File: src/rtl/scaled_alpha_layer_compositor_unit_macros.svh
// ----------------------------------------------------------------------------
// Scaled alpha layer compositor: assertion macros
// Concurrent checks on i_clk, held off while i_rst_n is low.
// ----------------------------------------------------------------------------
`ifndef SCALED_ALPHA_LAYER_COMPOSITOR_UNIT_MACROS_SVH
`define SCALED_ALPHA_LAYER_COMPOSITOR_UNIT_MACROS_SVH

// same-cycle implication
`define SALC_ASSERT_IMP(label, ante, cons) \
    label: assert property (@(posedge i_clk) disable iff (!i_rst_n) (ante) |-> (cons)) \
        else $error("salc check failed");

// next-cycle implication
`define SALC_ASSERT_NXT(label, ante, cons) \
    label: assert property (@(posedge i_clk) disable iff (!i_rst_n) (ante) |=> (cons)) \
        else $error("salc check failed");

`endif

File: src/rtl/salc_pkg.sv
// ----------------------------------------------------------------------------
// Scaled alpha layer compositor: package
// Word types, command and status structs, codes and color helpers.
// ----------------------------------------------------------------------------
package salc_pkg;

    localparam int SRC_SIZE_DEF = 60;
    localparam int MAX_DIM_DEF  = 128;
    localparam int SRC_X_W      = 6;
    localparam int MAX_RUN      = 3;
    localparam int CFG_DATA_W   = 8;
    localparam int CFG_IDX_W    = 1;

    localparam logic [CFG_DATA_W-1:0] CFG_DIM_RESET = 8'd128;
    localparam logic [CFG_IDX_W-1:0]  CFG_OUT_WIDTH  = 1'b0;
    localparam logic [CFG_IDX_W-1:0]  CFG_OUT_HEIGHT = 1'b1;
    localparam logic [7:0]            ALPHA_OPAQUE   = 8'hFF;

    typedef enum logic [1:0] {
        REQ_CLEAR = 2'd0,
        REQ_LAYER = 2'd1,
        REQ_PIXEL = 2'd2,
        REQ_READ  = 2'd3
    } t_req_type;

    typedef enum logic [1:0] {
        NUM_ROW,
        NUM_LO,
        NUM_HI
    } t_num_sel;

    typedef enum logic [4:0] {
        ST_CLEAR,
        ST_IDLE,
        ST_DECODE,
        ST_ROW_MUL,
        ST_ROW_SET,
        ST_CHECK,
        ST_LO_MUL,
        ST_HI_NUM,
        ST_HI_MUL,
        ST_SPAN,
        ST_SPAN_CHK,
        ST_COL_RD,
        ST_COL_BL,
        ST_COL_WR,
        ST_RD_OUT
    } t_state;

    typedef struct packed {
        t_req_type  req_type;
        logic [5:0] src_x;
        logic [5:0] src_y;
        logic [7:0] red;
        logic [7:0] green;
        logic [7:0] blue;
        logic [7:0] alpha;
        logic [6:0] read_x;
        logic [6:0] read_y;
    } t_in_word;

    typedef struct packed {
        logic [6:0]  pix_x;
        logic [6:0]  pix_y;
        logic [15:0] pixel_color;
        logic        last_of_run;
    } t_out_word;

    typedef struct packed {
        logic     cap;
        logic     clr_step;
        logic     layer_reset;
        t_num_sel num_sel;
        logic     num_load;
        logic     prod_load;
        logic     row_update;
        logic     lo_load;
        logic     span_load;
        logic     col_rd;
        logic     col_blend;
        logic     col_wr;
        logic     rd_issue;
        logic     rd_emit;
    } t_dp_cmd;

    typedef struct packed {
        t_req_type req_type;
        logic      sx_zero;
        logic      alpha_zero;
        logic      row_active;
        logic      span_empty;
        logic      col_last;
        logic      clr_last;
    } t_dp_sts;

    function automatic logic [15:0] pack565(input logic [7:0] r, input logic [7:0] g,
                                            input logic [7:0] b);
        return {r[7:3], g[7:2], b[7:3]};
    endfunction

    function automatic logic [15:0] blend565(input logic [15:0] dst, input logic [7:0] r,
                                             input logic [7:0] g, input logic [7:0] b,
                                             input logic [7:0] a);
        logic [7:0]  dr, dg, db, ia;
        logic [15:0] sr, sg, sb;
        dr = {dst[15:11], 3'b000};
        dg = {dst[10:5], 2'b00};
        db = {dst[4:0], 3'b000};
        ia = ALPHA_OPAQUE - a;
        sr = {8'd0, r} * {8'd0, a} + {8'd0, dr} * {8'd0, ia};
        sg = {8'd0, g} * {8'd0, a} + {8'd0, dg} * {8'd0, ia};
        sb = {8'd0, b} * {8'd0, a} + {8'd0, db} * {8'd0, ia};
        return {sr[15:11], sg[15:10], sb[15:11]};
    endfunction

endpackage

File: src/rtl/salc_ctrl.sv
// ----------------------------------------------------------------------------
// Scaled alpha layer compositor: controller
// Sequences clear, row mapping, column span and read-modify-write steps.
// ----------------------------------------------------------------------------
module salc_ctrl import salc_pkg::*; (
    input  logic    i_clk,
    input  logic    i_rst_n,
    input  logic    i_start,
    input  t_dp_sts i_sts,
    output t_dp_cmd o_cmd,
    output logic    o_busy
);

    t_state r_state, n_state;

    always_ff @(posedge i_clk) begin
        if (!i_rst_n) begin
            r_state <= ST_CLEAR;
        end else begin
            r_state <= n_state;
        end
    end

    always_comb begin
        n_state = r_state;
        o_cmd   = '0;
        o_cmd.num_sel = NUM_ROW;
        unique case (r_state)
            ST_CLEAR: begin
                o_cmd.clr_step = 1'b1;
                if (i_sts.clr_last) begin
                    n_state = ST_IDLE;
                end
            end
            ST_IDLE: begin
                o_cmd.cap = i_start;
                if (i_start) begin
                    n_state = ST_DECODE;
                end
            end
            ST_DECODE: begin
                unique case (i_sts.req_type)
                    REQ_CLEAR: n_state = ST_CLEAR;
                    REQ_LAYER: begin
                        o_cmd.layer_reset = 1'b1;
                        n_state = ST_IDLE;
                    end
                    REQ_READ: begin
                        o_cmd.rd_issue = 1'b1;
                        n_state = ST_RD_OUT;
                    end
                    REQ_PIXEL: begin
                        if (i_sts.sx_zero) begin
                            o_cmd.num_load = 1'b1;
                            o_cmd.num_sel  = NUM_ROW;
                            n_state = ST_ROW_MUL;
                        end else begin
                            n_state = ST_CHECK;
                        end
                    end
                    default: n_state = ST_IDLE;
                endcase
            end
            ST_ROW_MUL: begin
                o_cmd.prod_load = 1'b1;
                n_state = ST_ROW_SET;
            end
            ST_ROW_SET: begin
                o_cmd.row_update = 1'b1;
                n_state = ST_CHECK;
            end
            ST_CHECK: begin
                if (!i_sts.row_active || i_sts.alpha_zero) begin
                    n_state = ST_IDLE;
                end else begin
                    o_cmd.num_load = 1'b1;
                    o_cmd.num_sel  = NUM_LO;
                    n_state = ST_LO_MUL;
                end
            end
            ST_LO_MUL: begin
                o_cmd.prod_load = 1'b1;
                n_state = ST_HI_NUM;
            end
            ST_HI_NUM: begin
                o_cmd.lo_load  = 1'b1;
                o_cmd.num_load = 1'b1;
                o_cmd.num_sel  = NUM_HI;
                n_state = ST_HI_MUL;
            end
            ST_HI_MUL: begin
                o_cmd.prod_load = 1'b1;
                n_state = ST_SPAN;
            end
            ST_SPAN: begin
                o_cmd.span_load = 1'b1;
                n_state = ST_SPAN_CHK;
            end
            ST_SPAN_CHK: begin
                n_state = i_sts.span_empty ? ST_IDLE : ST_COL_RD;
            end
            ST_COL_RD: begin
                o_cmd.col_rd = 1'b1;
                n_state = ST_COL_BL;
            end
            ST_COL_BL: begin
                o_cmd.col_blend = 1'b1;
                n_state = ST_COL_WR;
            end
            ST_COL_WR: begin
                o_cmd.col_wr = 1'b1;
                n_state = i_sts.col_last ? ST_IDLE : ST_COL_RD;
            end
            ST_RD_OUT: begin
                o_cmd.rd_emit = 1'b1;
                n_state = ST_IDLE;
            end
            default: n_state = ST_IDLE;
        endcase
    end

    assign o_busy = (r_state != ST_IDLE);

endmodule

File: config.mk
export PLATFORM = sky130hd
export DESIGN_NAME = salc_ctrl
export DESIGN_NICKNAME = d
export VERILOG_FILES = /design/src/rtl/scaled_alpha_layer_compositor_unit_macros.svh /design/src/rtl/salc_pkg.sv /design/src/rtl/salc_ctrl.sv
export SDC_FILE = /design/constraint.sdc
export NUM_CORES = 1
export LEC_CHECK = 0
export BUFFER_PORTS_ARGS = -buffer_cell sky130_fd_sc_hd__buf_4
export CELL_PAD_IN_SITES_DETAIL_PLACEMENT = 0
export CELL_PAD_IN_SITES_GLOBAL_PLACEMENT = 1
export CORE_UTILIZATION = 31
export DETAILED_ROUTE_END_ITERATION = 7
export PLACE_DENSITY_LB_ADDON = 0.25
export SLEW_MARGIN = 20
export SYNTH_ARGS = -nofsm -noshare
export SYNTH_HDL_FRONTEND = slang
export SYNTH_SLANG_ARGS = --single-unit
export TNS_END_PERCENT = 20
File: constraint.sdc
create_clock -name i_clk -period 1.4 [get_ports i_clk]
set_input_delay 0.42 -clock i_clk [delete_from_list [all_inputs] [get_ports i_clk]]
set_output_delay 0.42 -clock i_clk [all_outputs]
set_load 0.005 [all_outputs]
==> reports/results.md <==
| Quantity | This run |
| --- | --- |
| Worst r2r src | r_state[0] |
| Gate count after technology mapping | 84 |
| Clock skew | 0.002576 ns |
| Via density | 5.025 |
| Net count of the mapped netlist | 100 |
| Signal arrival time at the worst endpoint | 1.18 ns |
| Combinational power share | 62.0% |
| Clk network pwr share | 17.5% |
| Final clock period utilization by the worst path | 114.3% |
| Seq cells post-synth | 4 |
| # clock sinks | 4 |
| Data required time of the worst path | 0.98 ns |
| Crit-path leading delay family | simple AND/OR/NAND/NOR gates |
| Avg Cell Area, Syn | 7.120 sq um |
| Largest cells by area after synthesis | dfxtp_1 13%, ha_1 10%, nand2_1 6.3%, nor2_1 5.6%, a31oi_1 5.2% |
| Xor and xnor area share after synthesis | 0% |
| Routed wire length per instance | 11.84 um |
| Number of nets in the finished design | 154 |
| Horiz. Die Dim | 45.93 um |
| Lkg Pwr | 0.5467 nW |
| Starting DRT DRC Count | 23 |
| Regs by FF count | r_state: 4 flops |
| Max Transition Viols Final | 0 |
| Switching Share | 37.00% |
| Quantity of hold-fixing buffers added after cts | 0 |
| Proportion of layout cells with a drive suffix above 1 | 63.97% |
| Outcome | finished with violations |
| Total number of H-tree levels | 1 |
| Count of nets left with antenna violations after detail routing | 0 |
| Number of hold-slack violations in the final timing report | 0 |
| Adder and majority cell fraction of the synthesized area | 10.46% |
| Clock insertion delay at the later pin of the skew report | 0.24 ns |
| Final design instance area without fill | 0.001164 sq mm |
| WHS | 0.4105 ns |
| Sum of negative setup slack | -2.512 ns |
| Die H | 45.93 um |
| Post-route DRC violation count | 0 |
| Antenna cell count | 0 |
| Slowest CP cell | dfxtp_4 |
| Hold/Removal Path Class | input port to flip-flop |
| Areal power density over the cells | 708.7 mW/mm^2 |
| Number of instances in the placed design | 153 |
| Source of the worst hold timing path | i_rst_n |
| Dominant register cell in the synthesized netlist | dfxtp_1 |
| Category of the most critical setup path | flip-flop to primary output |
| # port buffers | 26 |
| Startpoint Class | flip-flop |
| Crit-path cells | nand2b_4 > nor3_4 > a31oi_1 > nor2_1 > buf_4 |
| Max IR drop VDD | 0.3085 mV |
| Category of the worst setup path capture point | primary output |
| Cell taking the most area after synthesis | dfxtp_1 |
| Starting Density | 33.90% |
| Clock Path Buffers | 2 |
| Portion of netlist area occupied by mux cells | 0% |
| Number of buffers added by the clock tree synthesis step | 3 |
| Yosys warning total | 0 |
| Main combinational cell family by area after synthesis | simple AND/OR/NAND/NOR gates |
| Netlist cell types | 32 |
| Setup violators final | 19 |
| Largest stage delay on the critical path | 0.36 ns |
| Setup repair after global routing missed its margin | yes |
| Synth Cell Area | 598.1 sq um |
| Overall Global Routing Usage | 19.66% |
| Violated checks | setup timing |
| CTS tree | done |
| Site Rows | 15 |
| Worst slew pin tran | 0.4496 ns |
| Setup slack of the critical path after layout | -0.1999 ns |
| Headroom to the max-slew limit | 69.25% |
| Max capacitance violation total | 0 |
| Vias in the first global route | 733 |
| Time the final worst path needs with I/O delays and setup | 1.600 ns |
| Routed vias | 809 |
| Power dissipated by switching net loads | 305.1 uW |
| Largest net degree at the start of global routing | 11 |
| Largest Register | r_state |
| Master cell of the clock root buffer | clkbuf_4 |
| Count of flip-flops with a built-in enable after synthesis | 0 |
| Register share of total power | 20.5% |
| Post-layout instance count excluding filler cells | 161 |
| Area of the die | 0.002109 sq mm |
| Layout area overhead | 94.56% |
| Clock transition at path regs | 0.04 ns |
| Weighted congestion reported at the end of routability-driven placement | 0.7884 |
| Max reg flops | 4 |
| Number of search-and-repair iterations in the first detailed-routing pass | 4 |
| Portion of synthesized cell area occupied by the leading cell type | 13.39% |
| Area fraction in and, or, nand and nor cells after synthesis | 39.33% |
| Internal cell power | 519.5 uW |
| Achievable Freq | 625.1 MHz |
| Dpl hpwl | 1358 um |
| Crit path buffers/inverters | 1 |
| Area post-placement | 954.7 sq um |
| # IOs | 27 |
| Fill cell count | 157 |
| Portion of the post-synthesis area used by sequential elements | 13.39% |
| Core area | 0.001764 sq mm |
| Maximum fanout along the worst path | 7 |
| Worst setup path startpoint | r_state[0] |
| Worst slack after detailed placement | -0.2596 ns |
| First-pass GRT wire length | 2967 um |
| Number of antenna violations at the first check in global routing | 0 |
| Share of synthesized flip-flops with an asynchronous set or reset | 0% |
| Post-synthesis compound-gate area fraction | 26.57% |
| Total detailed-routing wirelength | 1906 um |
| Overflow left after global routing | 0 |
[power by group through the flow]
stage	logic (mW)	clock network (mW)	registers, mW
6_report	0.511	0.145	0.169
5_1_grt	0.553	0.153	0.173
4_1_cts	0.479	0.149	0.169
3_5_place_dp	0.399	0	0.167
3_3_place_gp	0.396	0	0.167
2_1_floorplan	0.230	0	0.145
[cells in the mapped netlist, types with 3 or more instances]
cell / count
nand2_1: 10
nor2_1: 9
a21oi_1: 6
a31oi_1: 5
ha_1: 5
inv_1: 5
nand2b_1: 5
nor3_1: 5
dfxtp_1: 4
and3_1: 3
[layout by cell type, fill, tap and decap left out, types with 2 or more instances in the layout]
master	instances
buf_4	48
nand2_1	8
nor2_1	7
buf_6	6
a31oi_1	5
a21oi_1	5
dfxtp_4	4
nor3_2	3
nand2b_4	3
inv_1	3
ha_1	3
clkbuf_4	3
nand2b_1	2
nor2_2	2
and3_1	2
a21oi_2	2
nand3b_1	2
o21ai_0	2
o21a_1	2
ha_4	2
[final cells by class]
cell class	count	area [sq um]	area share, %
multi-input cells	70	565.5	48.60
repair buffers	54	427.9	36.77
inverters	5	21.27	1.828
flip-flops and latches	4	95.09	8.172
well taps	25	31.28	2.688
clock buffers	3	22.52	1.935
[cells by family (layout without fill, tap and decap cells)]
group	Yosys count	after routing
simple gates	42	42
compound gates	23	23
buf+inv	10	62
fa+ha+maj	5	5
flops	4	4
[metal layers]
layer  routed length [um]  share of wire (%)  vias to the layer above  global-route usage [%]
li1                     -                  -                      404                       -
met1                  809                 42                      375                   24.06
met2                  984                 52                       26                   35.21
met3                   86                4.5                        4                  0.3968
met4                   25                1.3                        0                   8.824
met5                    0                  0                        -                       0
[what timing repair did]
item	CTS	global route
buffers inserted	4	1
setup endpoints to repair	18	19
pin swaps	7	6
gates resized for setup	30	11
[worst paths after layout]
path	end	slack, ns	cells after the start
max	o_cmd[9]	-0.20	5
min	r_state[2]	0.41	2
min reg2reg	r_state[3]	0.73	3
max reg2reg	r_state[3]	-0.05	6
[stage by stage]
step / util [%] / total power, mW
final: 65.96 / 0.8246
after global routing: 65.96 / 0.8788
after CTS: 62.91 / 0.7968
after detailed placement: 54.11 / 0.5663
after global placement: 54.11 / 0.5635
after floorplan: - / 0.3753
Note: power is estimated with default switching activity, not from simulation.
